## config.mk

```make
export PLATFORM = sky130hd
export DESIGN_NAME = sac_ram
export DESIGN_NICKNAME = d
export VERILOG_FILES = /design/src/design/segmentation_argmax_colorizer_defines.svh /design/src/design/sac_ram.sv
export SDC_FILE = /design/constraint.sdc
export NUM_CORES = 1
export LEC_CHECK = 0
export BUFFER_PORTS_ARGS = -buffer_cell sky130_fd_sc_hd__buf_2
export CORE_MARGIN = 1
export CORE_UTILIZATION = 46
export DETAILED_ROUTE_END_ITERATION = 8
export GPL_ROUTABILITY_DRIVEN = 1
export PLACE_DENSITY = 0.69
export SYNTH_ARGS = -nofsm -noshare
export SYNTH_HDL_FRONTEND = slang
export SYNTH_SLANG_ARGS = --single-unit
```

## constraint.sdc

```tcl
create_clock -name clk -period 1.77 [get_ports clk]
set_input_delay 0.354 -clock clk [delete_from_list [all_inputs] [get_ports clk]]
set_output_delay 0.354 -clock clk [all_outputs]
set_load 0.005 [all_outputs]
```

## src/design/segmentation_argmax_colorizer_defines.svh

```systemverilog
// Assertion macros shared by the design files. Both sample on the rising
// edge of clk and are disabled while arst_n is low.
`ifndef SEGMENTATION_ARGMAX_COLORIZER_DEFINES_SVH
`define SEGMENTATION_ARGMAX_COLORIZER_DEFINES_SVH

// The consequent must hold in the same cycle as the antecedent.
`define SAC_ASSERT_SAME(label, ante, cons, msg) \
	label: assert property (@(posedge clk) disable iff (!arst_n) (ante) |-> (cons)) \
		else $error(msg);

// The consequent must hold in the cycle after the antecedent.
`define SAC_ASSERT_NEXT(label, ante, cons, msg) \
	label: assert property (@(posedge clk) disable iff (!arst_n) (ante) |=> (cons)) \
		else $error(msg);

`endif

```

## src/design/sac_ram.sv

```systemverilog
module sac_ram #(
	parameter int WIDTH = 8,
	parameter int DEPTH = 16
) (
	input  logic                                   clk,
	input  logic                                   we,
	input  logic [(DEPTH > 1 ? $clog2(DEPTH) : 1)-1:0] waddr,
	input  logic [WIDTH-1:0]                       wdata,
	input  logic                                   re,
	input  logic [(DEPTH > 1 ? $clog2(DEPTH) : 1)-1:0] raddr,
	output logic [WIDTH-1:0]                       rdata
);

	logic [WIDTH-1:0] mem [DEPTH];

	always_ff @(posedge clk) begin
		if (we) begin
			mem[waddr] <= wdata;
		end
		if (re) begin
			rdata <= mem[raddr];
		end
	end

endmodule

```

==> summary.md <==
| Metric | Value |
|---|---|
| Hold Crit Start | `re` |
| Die Footprint | `11800 µm²` |
| Final Skew | `0.0103 ns` |
| R2R cell count | `3` |
| PwrDens | `1200 nW/µm²` |
| Max Cap Violations | `0` |
| Critical Path RT | `1.92 ns` |
| First-pass GRT wire length | `14900 µm` |
| Clock transition at path regs | `0.06 ns` |
| Clock power share | `0.472` |
| Register Area | `4080 µm²` |
| Fillers | `803` |
| Die Width | `109 µm` |
| TritonCTS Buffers | `17` |
| Area after DPL | `5710 µm²` |
| Synthesized flop and latch total | `136` |
| Crit start category | `flip-flop` |
| DR iter-0 viols | `301` |
| Clk Latency, worst-skew pair | `0.41 ns` |
| RR Startpoint | `mem[4][1]$_DFFE_PP_` |
| Multi-input gate area | `1060 µm²` |
| Fin. max-slew vios | `0` |
| Die height | `109 µm` |
| Area delta synth->final | `20.8%` |
| Share of cells above drive strength 1 | `0.340` |
| Reg power frac | `0.483` |
| Worst hold path depth | `1` |
| Normalized max-slew margin | `0.527` |
| Leak | `0.00217 µW` |
| Fin crit share | `0.886` |
| Avg Cell Area, Syn | `22.8 µm²` |
| Actual slew at the worst max-slew pin | `0.707 ns` |
| Site row count | `38` |
| # IOs | `27` |
| Syn Nets | `248` |
| Total power | `7560 µW` |
| Cts-stage hold buffer count | `0` |
| Syn Inst Count | `229` |
| Total GRT Usage | `0.189` |
| Post-CTS setup buffers | `0` |
| Worst hold path class | `in -> reg` |
| Netlist Area Pre-Place | `5230 µm²` |
| Clock Path Buffers | `2` |
| # DRC | `0` |
| Crit Path Class | `reg -> reg` |
| Pre-Repair DR Iteration Count | `4` |
| Number of antenna cells inserted | `0` |
| Final ANT Viol Nets | `0` |
| Post_cts resized | `0` |
| Final Hold Viols | `0` |
| Net Sw Frac | `0.191` |
| Mean routed wirelength per cell | `21.8 µm` |
| VDD IR max | `0.000567 V` |
| # setup viols final | `0` |
| Crit. End Element | `flip-flop` |
| Remaining Overflow, GRT | `0` |
| Largest net degree at the start of global routing | `21` |
| Port Buffers | `26` |
| Number of global-route vias before repair | `2588` |
| Fin area | `6320 µm²` |
| Library cells used by synthesis | `18` |
| Final WL | `9710 µm` |
| Final nets | `312` |
| Psw | `1440 µW` |
| Time the worst path needs with I/O delays and setup | `1.57 ns` |
| Initial core utilization | `0.478` |
| Routability Congestion | `0.735` |
| CTS Root Buffer Type | `clkbuf_16` |
| Gate power share | `0.045` |
| RSZ-0062 raised after global routing | `no` |
| Detailed placement HPWL | `6400 µm` |
| Placeable Area | `10900 µm²` |
| Initial antenna violation count | `0` |
| H-tree Lvls | `4` |
| Via Count | `2503` |
| Via-to-Cell Ratio | `5.61` |
| Fmax | `0.637 GHz` |
| WP data arrival | `1.72 ns` |
| YS warnings | `0` |
| Worst hold path endpoint | `rdata[2]$_DFFE_PP_` |
| Pint | `6120 µW` |
| Reg2reg setup slack | `0.20 ns` |
| CP Max Fanout | `1` |
| Status | `complete, no violations` |
| CTS Sinks | `136` |
| Sequential fraction of the synthesis area | `0.781` |
| Reg-to-Reg End | `rdata[1]$_DFFE_PP_` |
| CTS tree | `yes` |
## worst max path at each step
stage / start / to / slack [ns]
2_1_floorplan: raddr[0] / rdata[1]$_DFFE_PP_ / 0.13
3_3_place_gp: raddr[0] / rdata[1]$_DFFE_PP_ / -0.20
3_5_place_dp: raddr[0] / rdata[1]$_DFFE_PP_ / -0.22
4_1_cts: mem[4][1]$_DFFE_PP_ / rdata[1]$_DFFE_PP_ / 0.19
5_1_grt: mem[4][1]$_DFFE_PP_ / rdata[1]$_DFFE_PP_ / 0.16
6_report: mem[4][1]$_DFFE_PP_ / rdata[1]$_DFFE_PP_ / 0.20
## metal layers
metal / part of all wire / GRT usage / vias up
met5: 0 / 0 / -
met1: 0.42 / 0.251 / 1303
met3: 0.061 / 0.0585 / 9
met4: 0.0098 / 0.0695 / 0
li1: - / - / 1106
met2: 0.51 / 0.295 / 85
## cell usage after synthesis (all sizes together)
library cell   count  share of area
a22oi             16          0.023
and2               1         0.0012
and2b              1         0.0014
buf                7          0.011
clkdlybuf4s25      3         0.0057
edfxtp           136           0.78
mux4              32           0.15
nand2              9         0.0065
nand2b             2         0.0024
nand3              1        0.00096
nand3b             2         0.0029
nor2              13         0.0093
nor2b              1         0.0012
nor3               4         0.0038
or3b               1         0.0017
## per-stage QoR
step / util / TNS [ns] / std cells / hold slack [ns] / setup slack [ns]
after floorplan: - / 0 / 229 / 0.453 / 0.134
after global placement: 0.522 / -0.752 / 414 / 0.732 / -0.202
after detailed placement: 0.522 / -0.839 / 414 / 0.734 / -0.217
after CTS: 0.578 / 0 / 446 / 0.304 / 0.195
after global routing: 0.578 / 0 / 446 / 0.299 / 0.155
final: 0.578 / 0 / 446 / 0.318 / 0.201
## layout by cell type, fill, tap and decap left out
master / n
buf_4: 26
and2b_1: 1
clkinvlp_4: 2
clkinv_4: 2
buf_2: 26
nor3_1: 3
or3b_2: 1
bufinv_16: 4
buf_12: 3
nand2_1: 9
nor3_2: 1
nor2_1: 13
a22oi_1: 16
nand3_1: 1
mux4_2: 18
mux4_1: 14
edfxtp_1: 136
clkinv_2: 4
nand3b_1: 2
and2_1: 1
clkinv_1: 3
nor2b_1: 1
nand2b_1: 2
clkbuf_16: 17
## sequential cells by signal, summed over array words and instances (netlist names)
register / count
mem: 128
rdata: 8
## cell families (layout without fill, tap and decap cells)
logic type             after synthesis  in the layout  synth area share
AND/OR/NAND/NOR                     35             35            0.0314
buffers and inverters               10             87            0.0165
multiplexers                        32             32             0.148
AO/OA/AOI/OAI                       16             16            0.0230
flip-flops                         136            136             0.781
## worst max-delay path: stages (launching register included)
cell and delay (ns):
edfxtp_1 0.39, mux4_1 0.57, a22oi_1 0.25, nand2_1 0.10
## power by group through the flow
| stage | clock, µW | sequential (µW) | combinational, µW |
|---|---|---|---|
| after floorplan | 0 | 3710 | 183 |
| after CTS | 3630 | 3650 | 348 |
| final | 3560 | 3650 | 342 |
| after detailed placement | 0 | 3720 | 347 |
| after global placement | 0 | 3710 | 340 |
| after global routing | 3760 | 3650 | 373 |
## final cells by class
type	instances	share of cell area
sequential	136	0.647
clock buffer	17	0.0674
clock inverter	15	0.0291
tap	140	0.0277
timing repair buffer	55	0.0610
multi-input combinational	83	0.168
(Power assumes the default switching activity.)
